===== src/design/isa_pkg.sv =====
// Package of the indexed shift array: sizes, command codes and the control
// bundle broadcast to the cells. Depends on nothing.
package isa_pkg;

	// Array geometry.
	localparam int DEPTH     = 16;
	localparam int ELEM_W    = 32;
	localparam int IDX_W     = (DEPTH > 1) ? $clog2(DEPTH) : 1;
	localparam int CNT_W     = $clog2(DEPTH + 1);

	// Fixed port widths.
	localparam int CMD_W     = 3;
	localparam int INDEX_W   = 5;
	localparam int VALUE_W   = 32;
	localparam int COUNT_W   = 5;
	localparam int CAP_W     = 5;

	// Position arithmetic must hold both the index port and the depth.
	localparam int POS_W     = (CNT_W > INDEX_W) ? CNT_W : INDEX_W;
	// Common width for moving data between the value ports and elements.
	localparam int WIDE_W    = (ELEM_W > VALUE_W) ? ELEM_W : VALUE_W;

	localparam logic [CAP_W-1:0] CAP_RESET = CAP_W'(16);

	// Commands accepted on the request port.
	typedef enum logic [CMD_W-1:0] {
		CMD_INSERT      = 3'd0,
		CMD_INSERT_ZERO = 3'd1,
		CMD_REMOVE      = 3'd2,
		CMD_UPDATE      = 3'd3,
		CMD_READ        = 3'd4,
		CMD_CLEAR       = 3'd5,
		CMD_FILL        = 3'd6
	} cmd_t;

	// Operation the cells carry out at each clock edge.
	typedef enum logic [2:0] {
		CELL_HOLD,
		CELL_INSERT,
		CELL_REMOVE,
		CELL_UPDATE,
		CELL_FILL
	} cell_op_t;

	// Control broadcast from the top level to every cell.
	typedef struct packed {
		cell_op_t           op;
		logic [POS_W-1:0]   pos;
		logic [POS_W-1:0]   cnt;
		logic [POS_W-1:0]   lim;
		logic [ELEM_W-1:0]  data;
	} isa_ctrl_t;

endpackage


===== src/design/isa_cell.sv =====
// One slot of the indexed shift array: holds an element and takes its next
// value from itself, a neighbor, the request data or zero. Uses isa_pkg.
module isa_cell (
	input  logic                          clk,
	input  logic [isa_pkg::POS_W-1:0]     cell_index,
	input  isa_pkg::isa_ctrl_t            ctrl,
	input  logic [isa_pkg::ELEM_W-1:0]    left_elem,
	input  logic [isa_pkg::ELEM_W-1:0]    right_elem,
	output logic [isa_pkg::ELEM_W-1:0]    elem
);

	logic [isa_pkg::ELEM_W-1:0] elem_q;
	logic [isa_pkg::ELEM_W-1:0] elem_d;
	logic [isa_pkg::POS_W-1:0]  index_next;

	assign index_next = cell_index + isa_pkg::POS_W'(1);

	// Choose the next content of this slot from the broadcast operation.
	always_comb begin
		elem_d = elem_q;
		case (ctrl.op)
			isa_pkg::CELL_INSERT: begin
				if (cell_index == ctrl.pos) begin
					elem_d = ctrl.data;
				end else if (cell_index > ctrl.pos && cell_index <= ctrl.cnt) begin
					elem_d = left_elem;
				end
			end
			isa_pkg::CELL_REMOVE: begin
				if (index_next == ctrl.cnt) begin
					elem_d = '0;
				end else if (cell_index >= ctrl.pos && index_next < ctrl.cnt) begin
					elem_d = right_elem;
				end
			end
			isa_pkg::CELL_UPDATE: begin
				if (cell_index == ctrl.pos) begin
					elem_d = ctrl.data;
				end
			end
			isa_pkg::CELL_FILL: begin
				if (cell_index >= ctrl.cnt && cell_index < ctrl.lim) begin
					elem_d = '0;
				end
			end
			default: begin
				elem_d = elem_q;
			end
		endcase
	end

	// Element storage; contents are undefined until first written.
	always_ff @(posedge clk) begin
		elem_q <= elem_d;
	end

	assign elem = elem_q;

endmodule


===== src/design/indexed_shift_array.sv =====
// Indexed shift array: a bounded ordered list of elements held in a row of
// cells, each shifting toward its neighbor when an entry is inserted or removed.
//
// Use: a request is taken at a rising edge with start high and busy low;
// busy is always low, so a request may be given in every cycle. Fields are
// command, index, at_tail and value. In the cycle after the request, done is
// high for exactly one cycle with ok, read_value and count; the receiver
// cannot hold results off, and count keeps showing the live count.
// Throughput is one request per cycle: all cells shift in parallel in the
// cycle the request is taken, and the result registers are loaded at the
// same edge.
// The capacity register is written at any edge with cfg_we high; the user
// must keep writes between requests, as the block does not enforce it.
// Values above the depth act as the depth. Reset (arst_n low) empties the
// array and sets capacity to 16. Element contents are not cleared; only
// written entries are ever read. Depends on isa_pkg and isa_cell.
module indexed_shift_array (
	input  logic                          clk,
	input  logic                          arst_n,
	input  logic                          start,
	output logic                          busy,
	input  logic [isa_pkg::CMD_W-1:0]     command,
	input  logic [isa_pkg::INDEX_W-1:0]   index,
	input  logic                          at_tail,
	input  logic [isa_pkg::VALUE_W-1:0]   value,
	input  logic                          cfg_we,
	input  logic [isa_pkg::CAP_W-1:0]     cfg_wdata,
	output logic                          done,
	output logic                          ok,
	output logic [isa_pkg::VALUE_W-1:0]   read_value,
	output logic [isa_pkg::COUNT_W-1:0]   count
);

	localparam int POS_W  = isa_pkg::POS_W;
	localparam int ELEM_W = isa_pkg::ELEM_W;
	localparam int WIDE_W = isa_pkg::WIDE_W;

	logic [isa_pkg::CAP_W-1:0]  capacity_q;
	logic [POS_W-1:0]           count_q;
	logic                       done_q;
	logic                       ok_q;
	logic [isa_pkg::VALUE_W-1:0] read_value_q;

	logic                       accept;
	logic [POS_W-1:0]           cap_ext;
	logic [POS_W-1:0]           lim;
	logic [POS_W-1:0]           idx_ext;
	logic [POS_W-1:0]           pos;
	logic                       pos_valid;
	logic [POS_W-1:0]           ins_pos;
	logic                       ins_ok;
	logic [WIDE_W-1:0]          value_wide;
	logic [WIDE_W-1:0]          rd_wide;
	logic [ELEM_W-1:0]          rd_elem;
	isa_pkg::isa_ctrl_t         ctrl;
	logic                       ok_d;
	logic [isa_pkg::VALUE_W-1:0] read_value_d;
	logic [POS_W-1:0]           count_d;

	logic [ELEM_W-1:0]          elems [isa_pkg::DEPTH];

	assign busy   = 1'b0;
	assign accept = start && !busy;

	// Capacity clipped to the depth, and the positions the request names.
	assign cap_ext   = POS_W'(capacity_q);
	assign lim       = (cap_ext > POS_W'(isa_pkg::DEPTH)) ? POS_W'(isa_pkg::DEPTH) : cap_ext;
	assign idx_ext   = POS_W'(index);
	assign pos       = at_tail ? ((count_q != '0) ? count_q - POS_W'(1) : '0) : idx_ext;
	assign pos_valid = at_tail ? (count_q != '0) : (idx_ext < count_q);
	assign ins_pos   = at_tail ? count_q : idx_ext;
	assign ins_ok    = (count_q < lim) && (ins_pos <= count_q);

	assign value_wide = WIDE_W'(value);
	assign rd_elem    = elems[pos[isa_pkg::IDX_W-1:0]];
	assign rd_wide    = WIDE_W'(rd_elem);

	// Decode the request into a cell operation and the result fields.
	always_comb begin
		ctrl.op      = isa_pkg::CELL_HOLD;
		ctrl.pos     = pos;
		ctrl.cnt     = count_q;
		ctrl.lim     = lim;
		ctrl.data    = value_wide[ELEM_W-1:0];
		ok_d         = 1'b0;
		read_value_d = '0;
		count_d      = count_q;
		if (accept) begin
			unique case (command)
				isa_pkg::CMD_INSERT, isa_pkg::CMD_INSERT_ZERO: begin
					ctrl.pos = ins_pos;
					if (command == isa_pkg::CMD_INSERT_ZERO) begin
						ctrl.data = '0;
					end
					if (ins_ok) begin
						ctrl.op = isa_pkg::CELL_INSERT;
						ok_d    = 1'b1;
						count_d = count_q + POS_W'(1);
					end
				end
				isa_pkg::CMD_REMOVE: begin
					if (pos_valid) begin
						ctrl.op      = isa_pkg::CELL_REMOVE;
						ok_d         = 1'b1;
						read_value_d = rd_wide[isa_pkg::VALUE_W-1:0];
						count_d      = count_q - POS_W'(1);
					end
				end
				isa_pkg::CMD_UPDATE: begin
					if (pos_valid) begin
						ctrl.op = isa_pkg::CELL_UPDATE;
						ok_d    = 1'b1;
					end
				end
				isa_pkg::CMD_READ: begin
					if (pos_valid) begin
						ok_d         = 1'b1;
						read_value_d = rd_wide[isa_pkg::VALUE_W-1:0];
					end
				end
				isa_pkg::CMD_CLEAR: begin
					ok_d    = 1'b1;
					count_d = '0;
				end
				isa_pkg::CMD_FILL: begin
					ctrl.op = isa_pkg::CELL_FILL;
					ok_d    = 1'b1;
					count_d = lim;
				end
				default: begin
					ok_d = 1'b0;
				end
			endcase
		end
	end

	// Row of cells; the end cells see zero past the edge.
	for (genvar g = 0; g < isa_pkg::DEPTH; g++) begin : g_cell
		logic [ELEM_W-1:0] left_w;
		logic [ELEM_W-1:0] right_w;
		if (g == 0) begin : g_first
			assign left_w = '0;
		end else begin : g_left
			assign left_w = elems[g-1];
		end
		if (g == isa_pkg::DEPTH - 1) begin : g_last
			assign right_w = '0;
		end else begin : g_right
			assign right_w = elems[g+1];
		end
		isa_cell u_cell (
			.clk        (clk),
			.cell_index (POS_W'(g)),
			.ctrl       (ctrl),
			.left_elem  (left_w),
			.right_elem (right_w),
			.elem       (elems[g])
		);
	end

	// Control state: capacity, live count and result strobe.
	always_ff @(posedge clk or negedge arst_n) begin
		if (!arst_n) begin
			capacity_q <= isa_pkg::CAP_RESET;
			count_q    <= '0;
			done_q     <= 1'b0;
		end else begin
			if (cfg_we) begin
				capacity_q <= cfg_wdata;
			end
			count_q <= count_d;
			done_q  <= accept;
		end
	end

	// Result payload.
	always_ff @(posedge clk) begin
		ok_q         <= ok_d;
		read_value_q <= read_value_d;
	end

	assign done       = done_q;
	assign ok         = ok_q;
	assign read_value = read_value_q;
	assign count      = count_q[isa_pkg::COUNT_W-1:0];

endmodule


===== config.mk =====
export PLATFORM = sky130hd
export DESIGN_NAME = indexed_shift_array
export DESIGN_NICKNAME = d
export VERILOG_FILES = /design/src/design/isa_pkg.sv /design/src/design/isa_cell.sv /design/src/design/indexed_shift_array.sv
export SDC_FILE = /design/constraint.sdc
export NUM_CORES = 2
export LEC_CHECK = 0
export ABC_AREA = 1
export BUFFER_PORTS_ARGS = -buffer_cell sky130_fd_sc_hd__buf_2
export CELL_PAD_IN_SITES_DETAIL_PLACEMENT = 0
export CELL_PAD_IN_SITES_GLOBAL_PLACEMENT = 1
export CORE_ASPECT_RATIO = 1.25
export CORE_UTILIZATION = 40
export DETAILED_ROUTE_END_ITERATION = 10
export PLACE_DENSITY = 0.72
export SETUP_SLACK_MARGIN = 0.3
export SLEW_MARGIN = 30
export SYNTH_ARGS = -nofsm -noshare
export SYNTH_HDL_FRONTEND = slang
export SYNTH_SLANG_ARGS = --single-unit

===== constraint.sdc =====
create_clock -name clk -period 4.46 [get_ports clk]
set_input_delay 0.669 -clock clk [delete_from_list [all_inputs] [get_ports clk]]
set_output_delay 0.669 -clock clk [all_outputs]
set_load 0.05 [all_outputs]

==> results.sh <==
export IMPL_io_buffers=88
export IMPL_fin_util_pct=45.0
export IMPL_crit_path_max_fanout=16
export IMPL_grt_start_max_net_pins=149
export IMPL_avgSynthCellArea_um2=6.81
export IMPL_placed_area_mm2=0.0411
export IMPL_cap_violations=0
export IMPL_power_leakage_nw=20.5
export IMPL_synth_cell_types=48
export IMPL_post_route_min_period_ns=3.89
export IMPL_finalWorstSetupSlack_ns=0.567
export IMPL_cts_resized=0
export IMPL_fin_nets=5717
export IMPL_grt_pass1_vias=35900
export IMPL_powerDensity_mw_per_mm2=551
export IMPL_synth_seq_area_share_pct=42.1
export IMPL_syn_nets=5764
export IMPL_clock_fmax_mhz=257
export IMPL_synth_top_cell_by_area="edfxtp_1"
export IMPL_fillers=10200
export IMPL_gp_congestion=0.883
export IMPL_clk_pin_slew_ns=0.06
export IMPL_cts_tree="built"
export IMPL_rsz0062_at_grt="no"
export IMPL_cp_cell_sequence="inv_2 > o21ai_1 > ha_1 > nand2_1 > nand2_1 > nand2_1 > nand3_1 > nand2_1 > nand3_1 > nand2_2 > nand3_2 > inv_2 > buf_4 > nand2_1 > o21ai_0 > inv_1 > o21ai_1"
export IMPL_fp_dieArea_mm2=0.0982
export IMPL_hold_path_class="in -> reg"
export IMPL_diodes=0
export IMPL_die_width_um=280
export IMPL_syn_inst=5696
export IMPL_slowest_delay_ns=0.70
export IMPL_finalMaxSlewViolations=0
export IMPL_drt_wl_total_um=163000
export IMPL_crit_required_ns=4.95
export IMPL_grt_usage_pct=32.9
export IMPL_cts_sinks=556
export IMPL_crit_path_end_kind="flip-flop"
export IMPL_num_vias=38500
export IMPL_routedWlPerCell_um=23.3
export IMPL_total_power_mw=23.8
export IMPL_ys_seq_elements=556
export IMPL_arrival_ns=4.38
export IMPL_drc=0
export IMPL_clock_latency_ns=0.64
export IMPL_netlist_area_mm2=0.0388
export IMPL_post_cts_setup_buffers=0
export IMPL_ys_top_cells_by_area="edfxtp_1 (40%), nand2_1 (22%), inv_1 (7.0%)"
export IMPL_max_slew_worst_pin_slew_ns=0.990
export IMPL_final_cell_mix="nand2_1 (2295), inv_1 (726), edfxtp_1 (512), o21ai_0 (400), nand3_1 (367)"
export IMPL_pin_count=90
export IMPL_dr_pass1_iters=8
export IMPL_ir_drop_mv=0.296
export IMPL_cp_slowest_cell="dfrtp_1"
export IMPL_final_area_mm2=0.0432
export IMPL_initialDrtViolationCount=4719
export IMPL_drive_above_1_share_pct=8.54
export IMPL_cts_buffer_depth=3
export IMPL_cp_start_kind="flip-flop"
export IMPL_outcome="finished clean"
export IMPL_ant_nets=0
export IMPL_antenna_found_initial=1
export IMPL_cts_hold_buf=1
export IMPL_setup_tns_final_ns=0
export IMPL_initial_core_util_pct=40.4
export IMPL_cpMostUsedCell="nand2_1"
export IMPL_hold_viol_final=0
export IMPL_maxSlewHeadroom_pct=33.8
export IMPL_rows=127
export IMPL_gr_total_overflow=0
export IMPL_fin_crit_sh_pct=87.3
export IMPL_dieHeight_um=350
export IMPL_numCtsBuffers=68
export IMPL_setup_worst_path_class="reg -> reg"
export IMPL_core_mm2=0.0960
export IMPL_cts_root_buf="clkbuf_16"
export IMPL_place_worst_setup_slack_ns=0.438
export IMPL_grt_pass1_wl_um=240000
export IMPL_h_tree_depth=3
export IMPL_dp_hpwl_um=99100
export IMPL_yosys_warnings=0
export IMPL_fin_skew_ns=0.0264
export IMPL_layout_commonest_cell="nand2_1"
export IMPL_vias_per_cell=5.51
export IMPL_setup_viol_count_final=0
export IMPL_syn_to_final_growth_pct=11.4
export IMPL_synth_top_area_share_pct=39.7
-- routing by layer --
metal | up-vias | track usage [%] | wire length (um)
met3 | 298 | 5.32 | 14800
met2 | 1792 | 52.8 | 74100
met1 | 18300 | 44.8 | 68500
met5 | - | 0 | 13
met4 | 2 | 11.5 | 5590
li1 | 18100 | - | -
-- sequential cells by signal, summed over array words and instances, names as in the netlist --
register	cells
cap_ext	5
done	1
g_cell.u_cell.elem	512
read_value	32
count	5
ok	1
-- cell families after synthesis --
group                    count (synthesis)  share of synthesized area, %
buffers and inverters                 1123                          11.9
flip-flops                             556                          42.1
other                                    1                       0.00967
XOR/XNOR                                 1                        0.0226
AND/OR/NAND/NOR                       3059                          31.7
adder cells (fa/ha/maj)                 18                         0.581
multiplexers                             1                        0.0290
AO/OA/AOI/OAI                          937                          13.6
-- stage by stage --
stage	hold slack, ns	cells
after floorplan	0.373	5696
after global placement	0.531	6868
after detailed placement	0.546	6868
after CTS	0.266	6991
after global routing	0.298	6991
final	0.273	6991
-- path summary, 6_finish.rpt --
check / cells after the start / startpoint / slack [ns] / to
min in group asynchronous: 2 / arst_n / 0.45 / cap_ext[2]$_DFFE_PN0P_
max reg2reg: 17 / count[2]$_DFFE_PN0P_ / 0.57 / g_cell[12].u_cell.elem[11]$_DFFE_PP_
min reg2reg: 2 / g_cell[1].u_cell.elem[20]$_DFFE_PP_ / 0.54 / g_cell[0].u_cell.elem[20]$_DFFE_PP_
max: 17 / count[2]$_DFFE_PN0P_ / 0.57 / g_cell[12].u_cell.elem[11]$_DFFE_PP_
max in group asynchronous: 2 / arst_n / 3.73 / cap_ext[4]$_DFFE_PN1P_
min: 3 / cfg_wdata[2] / 0.27 / cap_ext[2]$_DFFE_PN0P_
-- critical path: cells and delay by family (launching register included) --
family	cells	cell delay [ns]
buffers and inverters	4	1.14
and+or+nand+nor	9	1.15
adders and majority gates	1	0.26
DFF	1	0.70
AOI/OAI and AO/OA	3	0.48
-- report_power, final --
group | switching (mW) | total [mW] | internal (mW)
clock | 2.39 | 5.56 | 3.16
sequential | 0.649 | 7.97 | 7.32
combinational | 7.29 | 10.3 | 2.97
total | 10.3 | 23.8 | 13.4
-- cell type report --
class | instances | area (um2) | share of cell area (%)
Tap cell | 1290 | 1610 | 3.74
Clock inverter | 17 | 148 | 0.342
Sequential cell | 556 | 16300 | 37.8
Timing Repair Buffer | 260 | 2160 | 5.00
Inverter | 746 | 2820 | 6.54
Multi-Input combinational cell | 4017 | 18200 | 42.0
Clock buffer | 105 | 1970 | 4.57
-- cells in the mapped netlist (all sizes together) --
cell	number
nor2	321
o31ai	1
a221oi	1
nor4	1
edfxtp	512
mux2	1
a41oi	1
o221ai	1
o22ai	1
xnor2	1
nand4	3
nor3	1
buf	225
nand3	378
nand3b	2
a31o	1
ha	18
a21oi	214
dfxtp	33
a22oi	1
o211ai	225
or2	2
dfrtp	10
dfstp	1
o21ai	489
conb	1
clkbuf	152
a31oi	2
nand2	2351
clkinv	3
inv	743
(Power assumes the default switching activity.)
